**src/rtl/core/sad_pkg.sv**
```systemverilog
`timescale 1ns / 1ps
// ----------------------------------------------------------------------------
// Static arithmetic decoder package
// Sizes, codes and item types shared by the decoder front, back and top.
// ----------------------------------------------------------------------------
package sad_pkg;

	localparam int PRECISION_BITS = 32;
	localparam int MAX_SYMBOLS    = 256;
	localparam int FRACTION_BITS  = 16;
	localparam int MAX_RUN        = 16;

	// derived sizes
	localparam int ST_W      = PRECISION_BITS + 1;
	localparam int CUM_DEPTH = MAX_SYMBOLS + 1;
	localparam int CUM_AW    = $clog2(CUM_DEPTH);
	localparam int VAL_AW    = $clog2(MAX_SYMBOLS);
	localparam int FRAC_W    = FRACTION_BITS + 1;
	localparam int CNT_W     = $clog2(MAX_RUN + 1);
	localparam int PRE_W     = $clog2(PRECISION_BITS + 1);
	localparam int PH_W      = ST_W - FRACTION_BITS + FRAC_W;
	localparam int PL_W      = FRACTION_BITS + FRAC_W;
	localparam int QDEPTH    = 2;
	localparam int QPTR_W    = $clog2(QDEPTH);

	// interval constants
	localparam logic [ST_W-1:0] WHOLE_V   = ST_W'(1) << PRECISION_BITS;
	localparam logic [ST_W-1:0] HALF_V    = ST_W'(1) << (PRECISION_BITS - 1);
	localparam logic [ST_W-1:0] QUARTER_V = ST_W'(1) << (PRECISION_BITS - 2);
	localparam logic [ST_W-1:0] Q3_V      = HALF_V + QUARTER_V;
	localparam logic [FRAC_W-1:0] FRAC_ONE  = FRAC_W'(1) << FRACTION_BITS;
	localparam logic [FRAC_W-1:0] FRAC_HALF = FRAC_W'(1) << (FRACTION_BITS - 1);
	localparam logic [31:0] STOP_CODE = 32'hFFFF_FFFD;

	// input commands
	localparam logic [1:0] CMD_LOAD   = 2'd0;
	localparam logic [1:0] CMD_START  = 2'd1;
	localparam logic [1:0] CMD_BIT    = 2'd2;
	localparam logic [1:0] CMD_IGNORE = 2'd3;

	// decode phases
	localparam logic [1:0] PH_IDLE    = 2'd0;
	localparam logic [1:0] PH_PRELOAD = 2'd1;
	localparam logic [1:0] PH_HALF    = 2'd2;
	localparam logic [1:0] PH_QUARTER = 2'd3;

	typedef struct packed {
		logic [1:0]         cmd;
		logic [8:0]         entry_index;
		logic [16:0]        cum_fraction;
		logic signed [31:0] entry_value;
		logic               coded_bit;
	} in_item_t;

	typedef struct packed {
		logic signed [31:0] symbol_value;
		logic               last_of_run;
		logic               stream_done;
		logic               run_overflow;
	} out_item_t;

	// classified item between front and back
	typedef struct packed {
		logic [1:0]        kind;
		logic              cum_we;
		logic              val_we;
		logic [CUM_AW-1:0] idx;
		logic [FRAC_W-1:0] frac;
		logic [31:0]       value;
		logic              bit_in;
	} q_entry_t;

endpackage

```
**src/rtl/core/sad_front.sv**
```systemverilog
`timescale 1ns / 1ps
// ----------------------------------------------------------------------------
// Decoder front
// Accepts input items, classifies them and queues them for the back.
// ----------------------------------------------------------------------------
module sad_front (
	input  logic              clk,
	input  logic              arst_n,
	input  logic              in_valid,
	output logic              in_stall,
	input  sad_pkg::in_item_t in_item,
	output logic              q_valid,
	output sad_pkg::q_entry_t q_entry,
	input  logic              q_pop
);

	sad_pkg::q_entry_t                  q_mem [sad_pkg::QDEPTH];
	logic [sad_pkg::QPTR_W-1:0]         wr_ptr_q;
	logic [sad_pkg::QPTR_W-1:0]         rd_ptr_q;
	logic [sad_pkg::QPTR_W:0]           cnt_q;
	sad_pkg::q_entry_t                  cls;
	logic                               keep;
	logic                               push;
	logic                               pop;

	// classify the incoming item
	always_comb begin
		cls        = '0;
		keep       = 1'b1;
		cls.idx    = sad_pkg::CUM_AW'(in_item.entry_index);
		cls.frac   = (in_item.cum_fraction > sad_pkg::FRAC_ONE) ?
			sad_pkg::FRAC_ONE : in_item.cum_fraction;
		cls.value  = in_item.entry_value;
		cls.bit_in = in_item.coded_bit;
		cls.kind   = in_item.cmd;
		unique case (in_item.cmd)
			sad_pkg::CMD_LOAD: begin
				cls.cum_we = 32'(in_item.entry_index) <= sad_pkg::MAX_SYMBOLS;
				cls.val_we = 32'(in_item.entry_index) < sad_pkg::MAX_SYMBOLS;
			end
			sad_pkg::CMD_START, sad_pkg::CMD_BIT: begin
				keep = 1'b1;
			end
			default: begin
				keep = 1'b0;
			end
		endcase
	end

	assign in_stall = (cnt_q == (sad_pkg::QPTR_W+1)'(sad_pkg::QDEPTH));
	assign push     = in_valid && !in_stall && keep;
	assign q_valid  = (cnt_q != '0);
	assign pop      = q_pop && q_valid;
	assign q_entry  = q_mem[rd_ptr_q];

	// queue storage
	always_ff @(posedge clk) begin
		if (push) begin
			q_mem[wr_ptr_q] <= cls;
		end
	end

	// queue pointers
	always_ff @(posedge clk or negedge arst_n) begin
		if (!arst_n) begin
			wr_ptr_q <= '0;
			rd_ptr_q <= '0;
			cnt_q    <= '0;
		end else begin
			if (push) wr_ptr_q <= wr_ptr_q + 1'b1;
			if (pop)  rd_ptr_q <= rd_ptr_q + 1'b1;
			if (push && !pop)      cnt_q <= cnt_q + 1'b1;
			else if (pop && !push) cnt_q <= cnt_q - 1'b1;
		end
	end

endmodule

```
**config.mk**
```make
export PLATFORM = sky130hd
export DESIGN_NAME = sad_front
export DESIGN_NICKNAME = d
export VERILOG_FILES = /design/src/rtl/core/sad_pkg.sv /design/src/rtl/core/sad_front.sv
export SDC_FILE = /design/constraint.sdc
export NUM_CORES = 1
export LEC_CHECK = 0
export BUFFER_PORTS_ARGS = -buffer_cell sky130_fd_sc_hd__buf_2
export CAP_MARGIN = 20
export CORE_ASPECT_RATIO = 0.6
export CORE_MARGIN = 3
export CORE_UTILIZATION = 59
export CTS_BUF_LIST = sky130_fd_sc_hd__clkbuf_8
export DETAILED_ROUTE_END_ITERATION = 10
export GPL_TIMING_DRIVEN = 0
export HOLD_SLACK_MARGIN = 0.1
export PLACE_DENSITY = 0.95
export SLEW_MARGIN = 20
export SYNTH_ARGS = -nofsm -noshare
export SYNTH_HDL_FRONTEND = slang
export SYNTH_SLANG_ARGS = --single-unit
```
**constraint.sdc**
```tcl
create_clock -name clk -period 7.45 [get_ports clk]
set_clock_uncertainty 0.1 [all_clocks]
set_input_delay 0.3725 -clock clk [delete_from_list [all_inputs] [get_ports clk]]
set_output_delay 0.3725 -clock clk [all_outputs]
set_load 0.1 [all_outputs]
```
### Word-level counts from Yosys, hierarchy flattened

Memory sizes are Yosys's and may differ from the RTL's.
Cells that the tools add are included.
W data, S select, Z words.

* memories kept: 1
* bits of input ports: 65
* bits in writable memories: 126
* logic and storage cells: 33
* output and inout bits: 65
* register bits: 4

Memories
* q_mem: depth 2, bits a word 63, read ports 1, clocked after Yosys merged registers in 0, write ports 1, line sad_front.sv:17 `sad_pkg::q_entry_t q_mem [sad_pkg::QDEPTH];`

* add/sub/neg operators: 4
* reductions and logical operators: 12
* order comparisons: 3
* multiplexer cells: 7
* equal/unequal tests: 3

Operators with widths (number)
* $gt A17 B17 Y1 const B: 1
* $mux W17: 1
* $le A9 B9 Y1 const B: 1
* $lt A9 B9 Y1 const B: 1
* $mux W2: 3
* $logic_and A1 B1 Y1: 5
* $eq A2 B2 Y1 const B: 2
* $reduce_bool A2 Y1: 2
* $logic_not A1 Y1: 3
* $mux W1: 3
* $reduce_or A3 Y1: 1
* $add A1 B1 Y1 const B: 2
* $add A2 B1 Y2 const B: 1
* $eq A2 B1 Y1 const B: 1
* $logic_not A2 Y1: 1
* $sub A2 B1 Y2 const B: 1

### Longest topological paths before layout

Gate-level depths: netlist (run 1).

* word-level depth: 8
* gate-level depth with buffers: 7
* mapped depth without buffers: 7

### Least setup slack after synthesis (run 1)

OpenSTA, ideal clock, no wires.

* path kind: reg-to-reg
* from: register cnt_q[0] (netlist name)
* to: memory q_mem[0][0] (netlist name), enable pin
* library setup time: 0.484 ns
* path buffers: 0
* arrival time: 3.285 ns
* path slack: 3.581 ns
* cell stages (with the launch flop): 4
* clock period less this slack: 3.869 ns
* required time: 6.866 ns
* cell sequence: dfrtp_1 nand2b_1 nand3_1 nor2_1

* word-level cells in the longest chain between the ends: 6

Ends and longest elaborated chain
* from (decl): line sad_front.sv:20 `logic [sad_pkg::QPTR_W:0] cnt_q;`
* from (signal assigned): line sad_front.sv:72 `if (push && !pop) cnt_q <= cnt_q + 1'b1;`
* from (signal assigned): line sad_front.sv:73 `else if (pop && !push) cnt_q <= cnt_q - 1'b1;`
* $eq A2 B2 Y1: line sad_front.sv:50 `assign in_stall = (cnt_q == (sad_pkg::QPTR_W+1)'(sad_pkg::QDEPTH));`
* $logic_not A1 Y1: line sad_front.sv:51 `assign push = in_valid && !in_stall && keep;`
* $logic_and A1 B1 Y1 (2 in a row): line sad_front.sv:51
* $mux W1: line sad_front.sv:58 `if (push) begin`
* $mux W1 (implied by the code): line sad_front.sv:59 `q_mem[wr_ptr_q] <= cls;`
* to (decl): line sad_front.sv:17

Every way passes these cells.

==> results of run 1 <==
area by class of cell:
type / instances / area, µm² / area share [%]
sequential: 130 / 3884 / 58.44
timing repair buffer: 177 / 1156 / 17.40
multi-input combinational: 103 / 1041 / 15.67
clock buffer: 17 / 234.0 / 3.521
clock inverter: 15 / 145.1 / 2.184
tap: 108 / 135.1 / 2.034
buffer: 8 / 38.79 / 0.5837
inverter: 3 / 11.26 / 0.1695
Yosys cell counts:
| cell type | number |
|---|---|
| a211oi_1 | 1 |
| a41oi_4 | 1 |
| and2_1 | 1 |
| buf_2 | 7 |
| clkbuf_1 | 1 |
| dfrtp_1 | 4 |
| edfxtp_1 | 126 |
| ha_1 | 1 |
| inv_1 | 3 |
| mux2_2 | 63 |
| nand2_1 | 3 |
| nand2b_1 | 1 |
| nand3_1 | 1 |
| nor2_1 | 2 |
| nor2b_1 | 15 |
| nor2b_2 | 1 |
| nor3_1 | 1 |
| nor4_1 | 2 |
| nor4_2 | 2 |
| nor4_4 | 2 |
| or2_2 | 1 |
| xnor2_1 | 3 |
| xor2_1 | 2 |
through the flow:
stage / worst slack (ns) / cell area (µm²) / hold WS (ns) / std cells
floorplan: 3.581 / 4965 / -0.02309 / 244
global placement: 2.244 / 5746 / 0.07978 / 481
detailed placement: 5.328 / 5816 / 0.08590 / 484
CTS: 4.978 / 6645 / 0.1531 / 561
global route: 4.883 / 6645 / 0.1650 / 561
finish: 5.020 / 6645 / 0.1736 / 561
per-layer routing:
layer | vias to the layer above | share of wire (%)
li1 | 1343 | -
met1 | 1435 | 42
met2 | 109 | 51
met3 | 10 | 6.2
met4 | 0 | 0.78
met5 | - | 0
flip-flops by register name, summed over array words and instances, names as in the netlist:
signal    cells
cnt_q         2
q_mem       126
rd_ptr_q      1
wr_ptr_q      1
kinds of logic after synthesis:
| group | Yosys count | synth area share [%] |
|---|---|---|
| AND/OR/NAND/NOR | 32 | 4.637 |
| AO/OA/AOI/OAI | 2 | 0.7058 |
| XOR/XNOR | 5 | 0.8822 |
| adder cells (fa/ha/maj) | 1 | 0.2520 |
| buffers and inverters | 11 | 1.008 |
| flip-flops | 130 | 78.23 |
| multiplexers | 63 | 14.29 |
worst paths after layout:
check                                          start                     end  slack [ns]  cells past startpoint
worst max-delay path            rd_ptr_q$_DFFE_PN0P_              q_entry[9]        5.02                      4
worst min-delay path                           q_pop    rd_ptr_q$_DFFE_PN0P_        0.17                      3
worst max register to register  cnt_q[0]$_DFFE_PN0P_  q_mem[1][18]$_DFFE_PP_        5.41                      5
worst min register to register  cnt_q[1]$_DFFE_PN0P_    cnt_q[1]$_DFFE_PN0P_        0.40                      1
max in group asynchronous                     arst_n    wr_ptr_q$_DFFE_PN0P_        6.92                      2
min in group asynchronous                     arst_n    cnt_q[0]$_DFFE_PN0P_        0.20                      2
tightest hold or removal path, delay by kind of cell:
family / cells / cell delay (ns)
xor gates and xnor gates: 1 / 0.08
and+or+nand+nor: 1 / 0.10
buffers and inverters: 1 / 0.10
timing repair:
item	4_1_cts	5_1_grt
endpoints found under the setup margin	0	0
hold endpoints to repair	92	0
hold buffers	45	0
==> flow_summary.yaml, run 1 <==
global_routing:
  gr-usage-met2_pct: 37.39
  track_usage_pct: 21.79
  met1_usage_pct: 26.32
  grt-ovfl-total: 0
  grt_pass1_vias: 3081
  gr-max-usage-layer: "met2"
  antenna_found_initial: 0
  grt_pass1_wl_um: 15790
  use_met3_pct: 6.889
  grt_max_degree: 33
timing:
  clock.fmax_ghz: 0.4115
  final.min_clock_period_ns: 2.430
  max_slew_margin_pct: 66.00
  fin_tns_setup_ns: 0
  setup_violations: 0
  rsz0062_at_grt: "false"
  hold_viol: 0
  finalCritPeriodShare_pct: 32.62
  slew_violations: 0
  worstMarginPinSlew_ns: 0.5136
layout:
  mostFrequentLayoutCell: "buf_2"
  antenna_cells: 0
  nets: 506
  final_util_pct: 82.98
  syn2layout_area_growth_pct: 33.85
  final_layout_size_suffix_gt1_share_pct: 52.98
  fill_cells: 391
  layout_common_cells: "buf_2 (136), edfxtp_1 (126), mux2_2 (63)"
floorplan:
  io_pins: 130
  rows: 25
  die_y_um: 77.06
  start_util_pct: 62.00
  die_w_um: 124.4
  die-area_mm2: 0.009588
  core-area_mm2: 0.008008
run_status:
  outcome: "complete, no violations"
worst_setup_path:
  start_kind: "flop"
  worst-endpoint-arrival_ns: 1.96
  required_ns: 6.98
  critPathMaxStageDelay_ns: 0.39
  crit_family: "buffers and inverters"
  crit_chain: "buf_2 > buf_2 > mux2_2 > buf_2"
  worst-setup-path-type: "flop to primary output"
  critical_path_buf_inv_count: 3
  cp_slowest_cell: "mux2_2"
  cp_common_cell: "buf_2"
  crit_path_end_kind: "primary output"
  path_max_fanout: 10
clocking:
  cts_buffer_depth: 2
  cts_buffers: 17
  htree_levels: 4
  cts_root_buf: "clkbuf_8"
  insertion_delay_ns: 0.41
  clkTransAtPathRegs_ns: 0.07
  cts_sinks: 130
  ctsResizeCount: 0
  post_cts_buffers: 0
  cts_tree: "yes"
routing:
  via_per_inst: 5.164
  firstDrtPassIters: 4
  drtIter0Drc: 149
  vias: 2897
  wl_per_cell_um: 17.72
  routed_wl_um: 9939
  antenna_left: 0
  drc: 0
synthesis:
  ys_warn_count: 0
  synth_cell_type_count: 23
  synth_nets: 310
  synth-seq-area-share_pct: 78.23
  synth_top_area_share_pct: 76.21
  syn_area_mm2: 0.004965
  synthTopCellsByArea: "edfxtp_1 (76%), mux2_2 (14%), dfrtp_1 (2.0%)"
  synth_top_cell_by_area: "edfxtp_1"
  ys_seq_elements: 130
  synth_cells: 244
  synth_area_per_cell_um2: 20.35
place:
  dp_hpwl_um: 6346
  io_buffers: 129
  gp_congestion: 0.7867
flow_run:
  cap_violations: 0
worst_hold_path:
  hp-class: "primary input to flop"
Power of run 1 is left out: the tool's default activity adds up to more than one toggle a clock period on the data nets, which glitch-free logic cannot reach.
==> inputs of run 2 (changes only) <==
--- a/config.mk
+++ b/config.mk
@@ -9,12 +9,12 @@
 export CAP_MARGIN = 20
 export CORE_ASPECT_RATIO = 0.6
 export CORE_MARGIN = 3
-export CORE_UTILIZATION = 59
+export CORE_UTILIZATION = 49
 export CTS_BUF_LIST = sky130_fd_sc_hd__clkbuf_8
 export DETAILED_ROUTE_END_ITERATION = 10
 export GPL_TIMING_DRIVEN = 0
 export HOLD_SLACK_MARGIN = 0.1
-export PLACE_DENSITY = 0.95
+export PLACE_DENSITY = 0.88
 export SLEW_MARGIN = 20
 export SYNTH_ARGS = -nofsm -noshare
 export SYNTH_HDL_FRONTEND = slang
==> constraint.sdc (replaced) <==
create_clock -name clk -period 2.2 [get_ports clk]
set_clock_uncertainty 0.1 [all_clocks]
set_input_delay 0.11 -clock clk [delete_from_list [all_inputs] [get_ports clk]]
set_output_delay 0.11 -clock clk [all_outputs]
set_load 0.1 [all_outputs]
==> run 2 against run 1 <==
Net effect:
- hold slack improved by 0.14 ns
- die area grew 19%
- worst setup slack worse by 4.9 ns
- count of clock-buffer cells in the layout stayed put
- sequential share of layout area decreased by 2.1 points
==> flow_summary.yaml, run 2 (synthesized netlist as in run 1, its figures left out) <==
run_status:
  outcome: "complete, no violations"
timing:
  slew_violations: 0
  max_slew_margin_pct: 56.88
  worst_slack_ns: 0.1240
  final.min_clock_period_ns: 2.076
  clock.fmax_ghz: 0.4817
  finalCritPeriodShare_pct: 94.36
  hold_viol: 0
  setup_violations: 0
  rsz0062_at_grt: "false"
  worstMarginPinSlew_ns: 0.6453
global_routing:
  grt_pass1_wl_um: 16260
  grt-ovfl-total: 0
  grt_max_degree: 33
  track_usage_pct: 19.10
  antenna_found_initial: 0
  grt_pass1_vias: 3277
worst_hold_path:
  hp-class: "primary input to flop"
  hold_start: "in_item[3]"
routing:
  routed_wl_um: 10810
  drc: 0
  vias: 3027
  wl_per_cell_um: 17.87
  firstDrtPassIters: 4
  via_per_inst: 5.003
  antenna_left: 0
  drtIter0Drc: 203
worst_setup_path:
  required_ns: 1.99
  crit_chain: "clkbuf_4 > buf_4 > mux2_2 > buf_2"
  critPathMaxStageDelay_ns: 0.42
  critical_path_buf_inv_count: 3
  r2r-start: "cnt_q[0]$_DFFE_PN0P_"
  cp-startpoint: "rd_ptr_q$_DFFE_PN0P_"
  start_kind: "flop"
  worst-endpoint-arrival_ns: 1.87
  crit_family: "buffers and inverters"
  crit_path_end_kind: "primary output"
  r2r_slack_ns: 0.15
  path_max_fanout: 10
  cp_slowest_cell: "buf_2"
  worst-setup-path-type: "flop to primary output"
layout:
  layout_common_cells: "buf_2 (129), edfxtp_1 (126), dlygate4sd3_1 (66)"
  syn2layout_area_growth_pct: 38.94
  final_util_pct: 72.41
  fill_cells: 601
  nets: 528
  biggestRegsByFlops: "q_mem x126, cnt_q x2"
  mostFrequentLayoutCell: "buf_2"
  top_register: "q_mem"
  final_layout_size_suffix_gt1_share_pct: 50.32
  antenna_cells: 0
  largest_reg_flops: 126
clocking:
  post_cts_buffers: 0
  insertion_delay_ns: 0.42
  cts_sinks: 130
  cts_buffers: 17
  htree_levels: 4
  cts_buffer_depth: 2
  clkTransAtPathRegs_ns: 0.07
  cts_tree: "yes"
  cts_root_buf: "clkbuf_8"
floorplan:
  io_pins: 130
  die_w_um: 136.0
  start_util_pct: 52.11
  rows: 27
  core-area_mm2: 0.009527
  die-area_mm2: 0.01142
  die_y_um: 83.97
place:
  io_buffers: 129
  gp_congestion: 0.7517
  dp_hpwl_um: 6398
  dpl_worst_slack_ns: 0.1395
flow_run:
  cap_violations: 0
-- run 2: area by class of cell --
class	count	area [µm²]	area share [%]
Inverter	3	11.26	0.1633
Sequential cell	130	3884	56.30
Timing Repair Buffer	198	1374	19.92
Clock buffer	17	234.0	3.392
Tap cell	130	162.7	2.358
Multi-Input combinational cell	104	1049	15.20
Buffer	8	56.30	0.8163
Clock inverter	15	127.6	1.850
-- run 2: what timing repair did --
| action | 4_1_cts | 5_1_grt |
|---|---|---|
| hold buffers | 66 | 0 |
| hold endpoints to repair | 133 | 0 |
| gates cloned | 0 | 1 |
| gates resized for setup | 0 | 13 |
| endpoints found under the setup margin | 25 | 69 |
-- run 2: worst reg2reg max path: stages, from the launching register on --
cell,delay [ns]
dfrtp_1,0.42
nand2b_1,0.17
nand3_1,0.21
nor2_4,0.56
buf_12,0.28
-- run 2: stage by stage --
| stage | hold slack, ns | setup TNS [ns] | instance area, µm² | cells |
|---|---|---|---|---|
| after floorplan | -0.2856 | 0 | 4974 | 244 |
| after global placement | -0.1810 | -52.30 | 5782 | 503 |
| after detailed placement | -0.1778 | 0 | 5851 | 506 |
| after CTS | 0.2783 | -0.4605 | 6873 | 604 |
| after global routing | 0.2839 | 0 | 6898 | 605 |
| final | 0.3092 | 0 | 6898 | 605 |
-- run 2: routing by layer --
layer	GRT usage (%)	wire, µm	vias up
met5	0	0	-
met4	7.228	180	0
met3	6.867	780	19
met2	32.04	5374	133
met1	22.67	4475	1485
li1	-	-	1390
-- run 2: path summary, 6_finish.rpt --
kind | end | depth (start not counted)
setup / recovery | q_entry[43] | 4
hold / removal | q_mem[0][3]$_DFFE_PP_ | 2
setup reg to reg | q_mem[0][5]$_DFFE_PP_ | 4
hold reg to reg | cnt_q[1]$_DFFE_PN0P_ | 1
max in group asynchronous | wr_ptr_q$_DFFE_PN0P_ | 3
min in group asynchronous | cnt_q[1]$_DFFE_PN0P_ | 3
Power of run 2 is left out for the same reason.
==> inputs of run 3 (changes only) <==
--- a/config.mk
+++ b/config.mk
@@ -7,7 +7,7 @@
 export LEC_CHECK = 0
 export BUFFER_PORTS_ARGS = -buffer_cell sky130_fd_sc_hd__buf_2
 export CAP_MARGIN = 20
-export CORE_ASPECT_RATIO = 0.6
+export CORE_ASPECT_RATIO = 1.5
 export CORE_MARGIN = 3
 export CORE_UTILIZATION = 49
 export CTS_BUF_LIST = sky130_fd_sc_hd__clkbuf_8
==> run 3 against run 2 <==
Net effect:
- non-clock buffer count did not move
- sequential share of layout area rose by 0.32 points
- first-iteration DRC count fell by 50%
- worst setup slack got worse by 0.054 ns
- critical path depth is the same
==> flow_summary.yaml, run 3 (synthesized netlist as in run 1, its figures left out) <==
clocking:
  cts_buffers: 17
  cts_sinks: 130
  clkTransAtPathRegs_ns: 0.07
  cts_tree: "yes"
  cts_root_buf: "clkbuf_8"
  cts_buffer_depth: 2
  insertion_delay_ns: 0.41
  htree_levels: 4
global_routing:
  track_usage_pct: 19.47
  antenna_found_initial: 0
  grt-ovfl-total: 0
  grt_pass1_wl_um: 16170
  grt_pass1_vias: 3307
  grt_max_degree: 51
timing:
  worstMarginPinSlew_ns: 0.5094
  setup_violations: 0
  hold_viol: 0
  max_slew_margin_pct: 66.28
  worst_slack_ns: 0.06956
  clock.fmax_ghz: 0.4694
  final.min_clock_period_ns: 2.130
  finalCritPeriodShare_pct: 96.84
  slew_violations: 0
layout:
  fill_cells: 669
  syn2layout_area_growth_pct: 38.16
  mostFrequentLayoutCell: "buf_2"
  antenna_cells: 0
  top_register: "q_mem"
  final_layout_size_suffix_gt1_share_pct: 50.00
  layout_common_cells: "buf_2 (128), edfxtp_1 (126), dlygate4sd3_1 (66)"
  nets: 527
  fin_cells: 589
  largest_reg_flops: 126
  biggestRegsByFlops: "q_mem x126, cnt_q x2"
routing:
  vias: 3007
  routed_wl_um: 10610
  via_per_inst: 5.105
  antenna_left: 0
  wl_per_cell_um: 18.01
  drc: 0
  drtIter0Drc: 101
  firstDrtPassIters: 4
worst_hold_path:
  hp-class: "primary input to flop"
  whs_endpoint: "q_mem[0][10]$_DFFE_PP_"
  hold_start: "in_item[10]"
  hold_depth: 2
place:
  gp_congestion: 0.7027
  io_buffers: 129
  dp_hpwl_um: 6206
  dpl_worst_slack_ns: 0.1243
  placedCellCount: 491
worst_setup_path:
  worstReg2RegEnd: "q_mem[0][24]$_DFFE_PP_"
  path_max_fanout: 10
  worst-setup-path-type: "flop to primary output"
  start_kind: "flop"
  r2r_slack_ns: 0.15
  required_ns: 1.99
  r2r_cells: 5
  worst-endpoint-arrival_ns: 1.92
  crit_path_end_kind: "primary output"
  r2r-start: "cnt_q[0]$_DFFE_PN0P_"
floorplan:
  io_pins: 130
  start_util_pct: 50.66
  die_y_um: 129.3
  die_w_um: 88.19
  die-area_mm2: 0.01140
  rows: 44
  core-area_mm2: 0.009799
flow_run:
  cap_violations: 0
run_status:
  outcome: "complete, no violations"
run 3: cell types whose count changed in the layout (fill, tap and decap cells not counted), moves of 2 or more:
cell	delta
clkinv_1	-2
buf_4	-5
clkbuf_8	+2
inv_1	+3
clkbuf_4	+6
run 3: worst max-delay path by stage:
| stage | startpoint | to | slack, ns | depth (start not counted) |
|---|---|---|---|---|
| after floorplan | cnt_q[0]$_DFFE_PN0P_ | q_mem[0][0]$_DFFE_PP_ | 0.05 | 3 |
| after global placement | cnt_q[0]$_DFFE_PN0P_ | q_mem[0][46]$_DFFE_PP_ | -0.44 | 3 |
| after detailed placement | cnt_q[0]$_DFFE_PN0P_ | q_mem[0][48]$_DFFE_PP_ | 0.12 | 5 |
| after CTS | rd_ptr_q$_DFFE_PN0P_ | q_entry[26] | -0.06 | 4 |
| after global routing | rd_ptr_q$_DFFE_PN0P_ | q_entry[59] | -0.02 | 4 |
| final | rd_ptr_q$_DFFE_PN0P_ | q_entry[27] | 0.07 | 4 |
run 3: final cells by class:
type                            count  area [µm²]  area share (%)
Clock buffer                       19       261.5           3.812
Timing Repair Buffer              198        1376           20.07
Clock inverter                     13       85.08           1.240
Multi-Input combinational cell    103        1041           15.18
Tap cell                          115       143.9           2.098
Sequential cell                   130        3884           56.62
Inverter                            3       11.26          0.1642
Buffer                              8       56.30          0.8209
run 3: metrics by stage:
step | setup TNS, ns | hold slack [ns] | area [µm²] | utilization (%)
global route | -0.2102 | 0.2904 | 6859 | 69.99
floorplan | 0 | -0.2856 | 4974 | -
finish | 0 | 0.3156 | 6859 | 69.99
detailed placement | 0 | -0.1751 | 5832 | 59.51
global placement | -48.16 | -0.1831 | 5763 | 58.81
CTS | -1.901 | 0.2777 | 6842 | 69.82
run 3: per-layer routing:
layer | part of all wire (%) | vias up | track usage, %
li1 | - | 1385 | -
met1 | 33 | 1484 | 18.50
met2 | 59 | 121 | 37.55
met3 | 6.0 | 17 | 6.107
met4 | 1.9 | 0 | 7.473
met5 | 0 | - | 0
run 3: what timing repair did:
action                                  CTS  global route
resized for setup                         1             7
hold endpoints to repair                133             0
hold buffers                             66             0
endpoints found under the setup margin   59            59
setup buffers                             0             0
run 3: worst max-delay path, stage by stage, from the launching register on:
cell      delay (ns)
dfrtp_1         0.38
clkbuf_4        0.21
clkbuf_4        0.23
mux2_2          0.25
buf_2           0.43
Power of run 3 is left out for the same reason.
